File: config.mk
export PLATFORM = sky130hd
export DESIGN_NAME = array_list_engine_core_flat
export DESIGN_NICKNAME = d
export VERILOG_FILES = /design/src/rtl/ale_pkg.sv /design/src/rtl/ale_if.sv /design/src/rtl/ale_cell.sv /design/src/rtl/array_list_engine_core.sv /design/src/flat_wrapper.sv
export SDC_FILE = /design/constraint.sdc
export NUM_CORES = 2
export LEC_CHECK = 0
export BUFFER_PORTS_ARGS = -buffer_cell sky130_fd_sc_hd__buf_2
export CAP_MARGIN = 20
export CORE_ASPECT_RATIO = 1.2
export CORE_MARGIN = 1.5
export CORE_UTILIZATION = 46
export DETAILED_ROUTE_END_ITERATION = 8
export REMOVE_ABC_BUFFERS = 1
export SYNTH_ARGS = -nofsm -noshare
export SYNTH_HDL_FRONTEND = slang
export SYNTH_HIERARCHICAL = 1
export SYNTH_SLANG_ARGS = --single-unit
export TNS_END_PERCENT = 100
File: constraint.sdc
create_clock -name clock -period 44 [get_ports clock]
set_clock_uncertainty 0.15 [all_clocks]
set_input_delay 6.6 -clock clock [delete_from_list [all_inputs] [get_ports clock]]
set_output_delay 6.6 -clock clock [all_outputs]
set_load 0.01 [all_outputs]
File: src/rtl/ale_pkg.sv
// shared types and codes for the array list engine
package ale_pkg;

   localparam int MODE_WIDTH     = 3;
   localparam int POSITION_WIDTH = 6;
   localparam int VALUE_WIDTH    = 16;
   localparam int LENGTH_WIDTH   = 7;
   localparam int ERROR_WIDTH    = 2;

   typedef enum logic [MODE_WIDTH-1:0] {
      MODE_READ        = 3'd0,
      MODE_WRITE       = 3'd1,
      MODE_INSERT_AT   = 3'd2,
      MODE_APPEND      = 3'd3,
      MODE_DELETE_AT   = 3'd4,
      MODE_DELETE_LAST = 3'd5,
      MODE_SEARCH      = 3'd6,
      MODE_CLEAR       = 3'd7
   } mode_type;

   typedef enum logic [ERROR_WIDTH-1:0] {
      ERR_OK    = 2'd0,
      ERR_FULL  = 2'd1,
      ERR_INDEX = 2'd2,
      ERR_EMPTY = 2'd3
   } error_type;

   typedef enum logic [2:0] {
      CELL_HOLD,
      CELL_WRITE,
      CELL_INSERT,
      CELL_DELETE,
      CELL_SEARCH,
      CELL_READ
   } cell_op_type;

   typedef struct packed {
      logic        load;
      cell_op_type op;
   } cell_ctrl_type;

endpackage

File: src/rtl/ale_if.sv
// request and response channel interfaces
interface ale_req_if;
   import ale_pkg::*;

   logic                             valid;
   logic                             ready;
   logic        [MODE_WIDTH-1:0]     mode;
   logic        [POSITION_WIDTH-1:0] position;
   logic signed [VALUE_WIDTH-1:0]    item_value;

   modport source (output valid, output mode, output position, output item_value,
                   input ready);
   modport sink (input valid, input mode, input position, input item_value,
                 output ready);
endinterface

interface ale_rsp_if;
   import ale_pkg::*;

   logic                          valid;
   logic                          ready;
   logic signed [VALUE_WIDTH-1:0] read_value;
   logic                          found;
   logic        [LENGTH_WIDTH-1:0] list_length;
   logic        [ERROR_WIDTH-1:0]  error_code;

   modport source (output valid, output read_value, output found, output list_length,
                   output error_code, input ready);
   modport sink (input valid, input read_value, input found, input list_length,
                 input error_code, output ready);
endinterface

File: src/rtl/ale_cell.sv
// one list entry: shifts with its neighbors, compares and selects for read
module ale_cell #(
   parameter int ELEMENT_WIDTH = 16,
   parameter int INDEX_WIDTH   = 7,
   parameter int COUNT_WIDTH   = 7,
   parameter int INDEX         = 0
) (
   input  logic                         clock,
   input  ale_pkg::cell_ctrl_type       ctrl,
   input  logic [INDEX_WIDTH-1:0]       position,
   input  logic [COUNT_WIDTH-1:0]       count,
   input  logic [ELEMENT_WIDTH-1:0]     item_value,
   input  logic [ELEMENT_WIDTH-1:0]     left_in,
   input  logic [ELEMENT_WIDTH-1:0]     right_in,
   output logic [ELEMENT_WIDTH-1:0]     value_out,
   output logic                         hit,
   output logic [ELEMENT_WIDTH-1:0]     sel_value
);
   import ale_pkg::*;

   localparam logic [INDEX_WIDTH-1:0] MyIndex = INDEX_WIDTH'(INDEX);

   logic [ELEMENT_WIDTH-1:0] value_ff, value_in;
   logic                     hit_ff, hit_in;
   logic [ELEMENT_WIDTH-1:0] sel_value_ff, sel_value_in;
   logic                     at_pos, above_pos, below_count;

   assign at_pos      = MyIndex == position;
   assign above_pos   = MyIndex > position;
   assign below_count = MyIndex < INDEX_WIDTH'(count);

   always_comb begin
      value_in = value_ff;
      case (ctrl.op)
         CELL_WRITE: begin
            if (at_pos) value_in = item_value;
         end
         CELL_INSERT: begin
            if (at_pos) value_in = item_value;
            else if (above_pos) value_in = left_in;
         end
         CELL_DELETE: begin
            if (at_pos || above_pos) value_in = right_in;
         end
         default: value_in = value_ff;
      endcase
   end

   assign hit_in       = (ctrl.op == CELL_SEARCH) && below_count && (value_ff == item_value);
   assign sel_value_in = ((ctrl.op == CELL_READ) && at_pos) ? value_ff : '0;

   always_ff @(posedge clock) begin
      value_ff <= value_in;
      if (ctrl.load) begin
         hit_ff       <= hit_in;
         sel_value_ff <= sel_value_in;
      end
   end

   assign value_out = value_ff;
   assign hit       = hit_ff;
   assign sel_value = sel_value_ff;

endmodule

File: src/rtl/array_list_engine_core.sv
// Ordered list engine built as a row of entry cells. One request is accepted per cycle
// while the response side keeps up. At the transfer every cell shifts, writes and
// compares at once and registers its search hit and read selection; then, once the
// response register is free, the hits and selections are combined into it. Count checks
// and error codes are settled at the request transfer. Entries hold ELEMENT_WIDTH bits;
// items are sign-extended or truncated on the way in and out. No clearing pass: entries
// at or above the count are never read.
module array_list_engine_core #(
   parameter int CAPACITY      = 64,
   parameter int ELEMENT_WIDTH = 16
) (
   input  logic      clock,
   input  logic      reset,
   ale_req_if.sink   req_ch,
   ale_rsp_if.source rsp_ch
);
   import ale_pkg::*;

   localparam int CW = $clog2(CAPACITY + 1);
   localparam int IW = (CW > POSITION_WIDTH) ? CW : POSITION_WIDTH;

   logic [CW-1:0]             count_ff, count_in;
   logic                      s1_valid_ff;
   logic [LENGTH_WIDTH-1:0]   s1_len_ff;
   error_type                 s1_err_ff;
   logic                      rsp_valid_ff;
   logic [VALUE_WIDTH-1:0]    rsp_read_ff;
   logic                      rsp_found_ff;
   logic [LENGTH_WIDTH-1:0]   rsp_len_ff;
   error_type                 rsp_err_ff;

   logic                      accept, s1_move;
   logic                      full, empty;
   logic [IW-1:0]             pos_w, cnt_w, cell_pos;
   cell_op_type               op;
   error_type                 err;
   cell_ctrl_type             ctrl;
   logic [63:0]               item_wide;
   logic [ELEMENT_WIDTH-1:0]  item_elem;

   logic [ELEMENT_WIDTH-1:0]  cell_value [CAPACITY];
   logic [ELEMENT_WIDTH-1:0]  cell_sel   [CAPACITY];
   logic [CAPACITY-1:0]       cell_hit;
   logic [ELEMENT_WIDTH-1:0]  rd_or;
   logic signed [ELEMENT_WIDTH-1:0] rd_elem;
   logic [63:0]               rd_wide;

   assign s1_move      = s1_valid_ff && (!rsp_valid_ff || rsp_ch.ready);
   assign req_ch.ready = !s1_valid_ff || s1_move;
   assign accept       = req_ch.valid && req_ch.ready;

   assign item_wide = 64'(req_ch.item_value);
   assign item_elem = item_wide[ELEMENT_WIDTH-1:0];

   assign pos_w = IW'(req_ch.position);
   assign cnt_w = IW'(count_ff);
   assign full  = count_ff == CW'(CAPACITY);
   assign empty = count_ff == '0;

   // request decode and count update
   always_comb begin
      op       = CELL_HOLD;
      err      = ERR_OK;
      cell_pos = pos_w;
      count_in = count_ff;
      case (mode_type'(req_ch.mode))
         MODE_READ: begin
            if (pos_w < cnt_w) op = CELL_READ;
            else err = ERR_INDEX;
         end
         MODE_WRITE: begin
            if (pos_w < cnt_w) op = CELL_WRITE;
            else err = ERR_INDEX;
         end
         MODE_INSERT_AT: begin
            if (full) err = ERR_FULL;
            else if (pos_w > cnt_w) err = ERR_INDEX;
            else begin
               op       = CELL_INSERT;
               count_in = count_ff + 1'b1;
            end
         end
         MODE_APPEND: begin
            if (full) err = ERR_FULL;
            else begin
               op       = CELL_WRITE;
               cell_pos = cnt_w;
               count_in = count_ff + 1'b1;
            end
         end
         MODE_DELETE_AT: begin
            if (empty) err = ERR_EMPTY;
            else if (pos_w >= cnt_w) err = ERR_INDEX;
            else begin
               op       = CELL_DELETE;
               count_in = count_ff - 1'b1;
            end
         end
         MODE_DELETE_LAST: begin
            if (empty) err = ERR_EMPTY;
            else count_in = count_ff - 1'b1;
         end
         MODE_SEARCH: op = CELL_SEARCH;
         MODE_CLEAR:  count_in = '0;
         default:     op = CELL_HOLD;
      endcase
   end

   assign ctrl.load = accept;
   assign ctrl.op   = accept ? op : CELL_HOLD;

   for (genvar g = 0; g < CAPACITY; g++) begin : g_cell
      logic [ELEMENT_WIDTH-1:0] left_value, right_value;
      if (g == 0) begin : g_first
         assign left_value = '0;
      end else begin : g_mid_left
         assign left_value = cell_value[g-1];
      end
      if (g == CAPACITY - 1) begin : g_last
         assign right_value = '0;
      end else begin : g_mid_right
         assign right_value = cell_value[g+1];
      end
      ale_cell #(
         .ELEMENT_WIDTH (ELEMENT_WIDTH),
         .INDEX_WIDTH   (IW),
         .COUNT_WIDTH   (CW),
         .INDEX         (g)
      ) u_cell (
         .clock      (clock),
         .ctrl       (ctrl),
         .position   (cell_pos),
         .count      (count_ff),
         .item_value (item_elem),
         .left_in    (left_value),
         .right_in   (right_value),
         .value_out  (cell_value[g]),
         .hit        (cell_hit[g]),
         .sel_value  (cell_sel[g])
      );
   end

   always_comb begin
      rd_or = '0;
      for (int i = 0; i < CAPACITY; i++) begin
         rd_or = rd_or | cell_sel[i];
      end
   end

   assign rd_elem = rd_or;
   assign rd_wide = 64'(rd_elem);

   always_ff @(posedge clock) begin
      if (reset) begin
         count_ff     <= '0;
         s1_valid_ff  <= 1'b0;
         rsp_valid_ff <= 1'b0;
      end else begin
         if (accept) count_ff <= count_in;
         if (accept) s1_valid_ff <= 1'b1;
         else if (s1_move) s1_valid_ff <= 1'b0;
         if (s1_move) rsp_valid_ff <= 1'b1;
         else if (rsp_ch.ready) rsp_valid_ff <= 1'b0;
      end
   end

   always_ff @(posedge clock) begin
      if (accept) begin
         s1_len_ff <= LENGTH_WIDTH'(count_in);
         s1_err_ff <= err;
      end
      if (s1_move) begin
         rsp_read_ff  <= rd_wide[VALUE_WIDTH-1:0];
         rsp_found_ff <= |cell_hit;
         rsp_len_ff   <= s1_len_ff;
         rsp_err_ff   <= s1_err_ff;
      end
   end

   assign rsp_ch.valid       = rsp_valid_ff;
   assign rsp_ch.read_value  = rsp_read_ff;
   assign rsp_ch.found       = rsp_found_ff;
   assign rsp_ch.list_length = rsp_len_ff;
   assign rsp_ch.error_code  = rsp_err_ff;

endmodule

File: src/flat_wrapper.sv
// flat-port wrapper written by rule: the top's interface ports become plain ports
module array_list_engine_core_flat import ale_pkg::*;
#(
   parameter int CAPACITY      = 64,
   parameter int ELEMENT_WIDTH = 16
)
  (clock, reset, req_ch_valid, req_ch_mode, req_ch_position, req_ch_item_value, req_ch_ready, rsp_ch_valid, rsp_ch_read_value, rsp_ch_found, rsp_ch_list_length, rsp_ch_error_code, rsp_ch_ready);
  ale_req_if req_ch_i ();
  ale_rsp_if rsp_ch_i ();
  input  logic clock;
  input  logic reset;
  input wire logic [$bits(req_ch_i.valid)-1:0] req_ch_valid;
  input wire logic [$bits(req_ch_i.mode)-1:0] req_ch_mode;
  input wire logic [$bits(req_ch_i.position)-1:0] req_ch_position;
  input wire logic [$bits(req_ch_i.item_value)-1:0] req_ch_item_value;
  output wire logic [$bits(req_ch_i.ready)-1:0] req_ch_ready;
  output wire logic [$bits(rsp_ch_i.valid)-1:0] rsp_ch_valid;
  output wire logic [$bits(rsp_ch_i.read_value)-1:0] rsp_ch_read_value;
  output wire logic [$bits(rsp_ch_i.found)-1:0] rsp_ch_found;
  output wire logic [$bits(rsp_ch_i.list_length)-1:0] rsp_ch_list_length;
  output wire logic [$bits(rsp_ch_i.error_code)-1:0] rsp_ch_error_code;
  input wire logic [$bits(rsp_ch_i.ready)-1:0] rsp_ch_ready;
  assign req_ch_i.valid = req_ch_valid;
  assign req_ch_i.mode = req_ch_mode;
  assign req_ch_i.position = req_ch_position;
  assign req_ch_i.item_value = req_ch_item_value;
  assign req_ch_ready = req_ch_i.ready;
  assign rsp_ch_valid = rsp_ch_i.valid;
  assign rsp_ch_read_value = rsp_ch_i.read_value;
  assign rsp_ch_found = rsp_ch_i.found;
  assign rsp_ch_list_length = rsp_ch_i.list_length;
  assign rsp_ch_error_code = rsp_ch_i.error_code;
  assign rsp_ch_i.ready = rsp_ch_ready;
  array_list_engine_core #(.CAPACITY(CAPACITY), .ELEMENT_WIDTH(ELEMENT_WIDTH)) u_core (.clock(clock), .reset(reset), .req_ch(req_ch_i), .rsp_ch(rsp_ch_i));
endmodule
==> out/metrics.csv <==
stage;metric;value;unit
outcome;status;complete, no violations;
clock_network;cts.hold.buffers_added;0;
logic_synthesis;netlist_top_cells_area;edfxtp_1 54%, o22ai_1 7.7%, and2_1 6.1%;
sta;hold_viol_final;0;
worst_hold_path;min_path_type;flop to flop;
setup_path;critPathRequiredTime;37.25;ns
global_routing;grt-busiest-layer;met2;
sta;tns;0;ns
drt;postRouteAntennaNets;0;
global_routing;grt_pass1_wl;700;mm
global_routing;gr-total-overflow;0;
clock_network;cts_setup_buffers;0;
pwr;ir_drop;35.0;uV
logic_synthesis;synth_cells;10200;
drt;drc;0;
logic_synthesis;synthDistinctLibCells;139;
global_routing;grt_use_total;37.1;%
setup_path;crit_slowest_cell;nor2b_1;
place;dp_slack;29.98;ns
setup_path;crit_chain;buf_2 > nor2b_1 > nand2_1 > buf_2;
logic_synthesis;synth_top_cell_area_share;54.2;%
floorplanning;io_pins;57;
logic_synthesis;synth_top_area_cell;edfxtp_1;
setup_path;crit_top_cell;buf_2;
setup_path;crit_type;input port to output pin;
sta;setup_viol;0;
logic_synthesis;ys_seq_elements;2156;
setup_path;slowest_delay;0.26;ns
sta;slew_headroom;12.4;%
setup_path;cp.buffers_inverters;2;
clock_network;cts_tree;done;
logic_synthesis;ys_seq_area_share;54.3;%
clock_network;cts_resized;0;
sta;timing.fmax;71.4;MHz
floorplanning;initial_utilization;46.2;%
sta;slew_violations;0;
drt;vias_per_cell;7.10;
sta;rsz0062_at_grt;false;
drt;vias;98600;
sta;worst_pin_slew;1.30;ns
clock_network;cts.sinks;2156;
floorplanning;die_x;467;um
setup_path;start_kind;input port;
floorplanning;core-area;0.257;sq mm
logic_synthesis;synth-async-reset-ratio;0;%
global_routing;met3_usage;8.49;%
place;dp_hpwl;337;mm
logic_synthesis;syn_area;0.119;sq mm
setup_path;critPathTopFamily;simple AND/OR/NAND/NOR gates;
global_routing;use_met2;57.6;%
clock_network;cts-buffers-inserted;235;
drt;first_pass_iters;7;
global_routing;grt_pass1_vias;91500;
drt;wl_per_cell;36.3;um
pwr;power.leakage;43.5;nW
layout;synthToLayoutAreaGrowth;10.1;%
drt;wl;505;mm
drt;detail_route.iter0.violations;16300;
sta;finalCritPeriodShare;31.8;%
sta;hold-worst-slack;0.268;ns
sta;setup_slack;29.99;ns
layout;fillers;22700;
logic_synthesis;ys_warn_count;6;
logic_synthesis;synth_ff_type;edfxtp_1;
clock_network;clock_latency;0.94;ns
floorplanning;die-height;560;um
logic_synthesis;synth-edff-count;2147;
place;portBuffers;56;
floorplanning;row_count;204;
clock_network;cts_buffer_depth;4;
pwr;power.density;37.4;mW/mm^2
logic_synthesis;syn_avg_cell_area;11.7;sq um
clock_network;htreeDepth;4;
clock_network;clk_pin_slew_worst_paths;0.06;ns
global_routing;grt_max_degree;194;
global_routing;antenna_found_initial;35;
pwr;p_total;0.00491;W
setup_path;reg2reg_slack;35.60;ns
setup_path;path_max_fanout;3;
setup_path;endpoint_kind;output pin;
sta;period_needed;14.01;ns
setup_path;cp.arrival;7.26;ns
layout;num-nets-final;10300;
place;gp_congestion;0.999;
layout;drive_gt1_share;11.6;%
layout;final_core_util;50.9;%
job;cap_viol_max_count;0;
floorplanning;die-area;0.262;sq mm
clock_network;cts_root_buf;clkbuf_16;
global_routing;use_met1;47.8;%
[power by group]
part / total [W] / internal, W / switching (W)
clock network: 0.00205 / 0.00117 / 0.000878
logic: 0.000482 / 0.000141 / 0.000341
registers: 0.00237 / 0.00232 / 0.0000541
total: 0.00491 / 0.00363 / 0.00127
[final timing paths]
check | startpoint | end | cells past startpoint
min | u_core/s1_len_ff[0] | u_core/rsp_ch.list_length[0] | 0
max | rsp_ch_ready | req_ch_ready | 4
min reg2reg | u_core/s1_len_ff[0] | u_core/rsp_ch.list_length[0] | 0
max reg2reg | u_core/cnt_w[1] | u_core/g_cell[61].u_cell/sel_value[7] | 14
[metal layers]
metal / wire (um) / part of all wire, %
met5: 115 / 0.023
met4: 33200 / 6.6
met3: 60400 / 12
met2: 228000 / 45
met1: 182000 / 36
[cell type report]
cell class	count	area, sq um	area share (%)
Timing Repair Buffer	392	3170	2.42
Multi-Input combinational cell	7360	50700	38.7
Sequential cell	2156	64700	49.4
Clock inverter	157	1660	1.27
Antenna cell	30	75.1	0.0573
Inverter	118	450	0.344
Clock buffer	270	6050	4.62
Tap cell	3399	4250	3.25
[Yosys cell counts (12+ instances only)]
library cell and n:
buf_4 48, clkbuf_1 253, nand3_1 92, o22ai_2 91, or2_1 19, nor3_1 390
nand2b_1 66, buf_2 129, mux2i_1 163, inv_1 73, clkinv_1 32, and2_2 13
nor4_1 657, nor4_4 47, and4_1 12, nor3_4 14, buf_6 113, nand2_1 120
clkbuf_2 12, xnor2_1 384, o22ai_1 1462, nor2_1 101, nand4_1 174, nor4b_1 14
xor2_1 643, nor4_2 26, nor3_2 80, or3_1 17, a31oi_1 23, or4_1 37
a21oi_1 753, edfxtp_1 2147, nor2b_1 63, a211oi_1 16, a22oi_1 144, and3_1 18
o21ai_0 92, o21ai_1 105, inv_2 13, and2_1 1168
[placed cells by master, fill, tap and decap left out, types with 19 or more instances in the layout]
master      count
a21oi_1       750
clkinv_1       79
o22ai_1      1462
buf_2          60
diode_2        30
nand3_1        92
clkbuf_1       33
nand2b_1       66
xnor2_1       384
edfxtp_1     2147
nand4_1       174
conb_1         32
or2_1          19
nor2_1        101
nor2b_1        61
buf_4         287
nand2_1       120
nor3_1        381
mux2i_1       163
clkinv_2       42
a31oi_1        23
nor3_2         89
inv_1          72
or4_1          37
nor4_1        651
nor4_4         47
bufinv_16      32
nor4_2         32
clkinvlp_4     23
o22ai_2        91
a22oi_1       144
xor2_1        643
o21ai_1       105
o21ai_0        90
clkbuf_16     237
and2_1       1168
[registers in the layout (all words and copies together) (netlist names)]
name / cells
u_core/s1_err_ff: 2
u_core/s1_valid_ff: 1
u_core/g_cell.u_cell/hit: 64
u_core/rsp_ch.list_length: 7
u_core/rsp_ch.found: 1
u_core/rsp_ch.valid: 1
u_core/rsp_ch.read_value: 16
u_core/cnt_w: 7
u_core/g_cell.u_cell/sel_value: 1024
u_core/g_cell.u_cell/value_out: 1024
u_core/s1_len_ff: 7
u_core/rsp_ch.error_code: 2
[per-stage QoR]
| stage | instances | cell area (sq um) |
|---|---|---|
| after floorplan | 9634 | 116000 |
| after global placement | 13400 | 123000 |
| after detailed placement | 13400 | 123000 |
| after CTS | 13800 | 131000 |
| after global routing | 13900 | 131000 |
| final | 13900 | 131000 |
[cell families after synthesis]
| kind of cell | Yosys count | share of synthesized area [%] |
|---|---|---|
| other | 1 | 0.00315 |
| multiplexers | 163 | 1.37 |
| XOR/XNOR | 1027 | 7.56 |
| AND/OR/NAND/NOR | 3282 | 18.2 |
| AO/OA/AOI/OAI | 2848 | 15.1 |
| adder cells (fa/ha/maj) | 8 | 0.0841 |
| flip-flops | 2156 | 54.3 |
| buffers and inverters | 693 | 3.34 |
(Power assumes the default switching activity.)
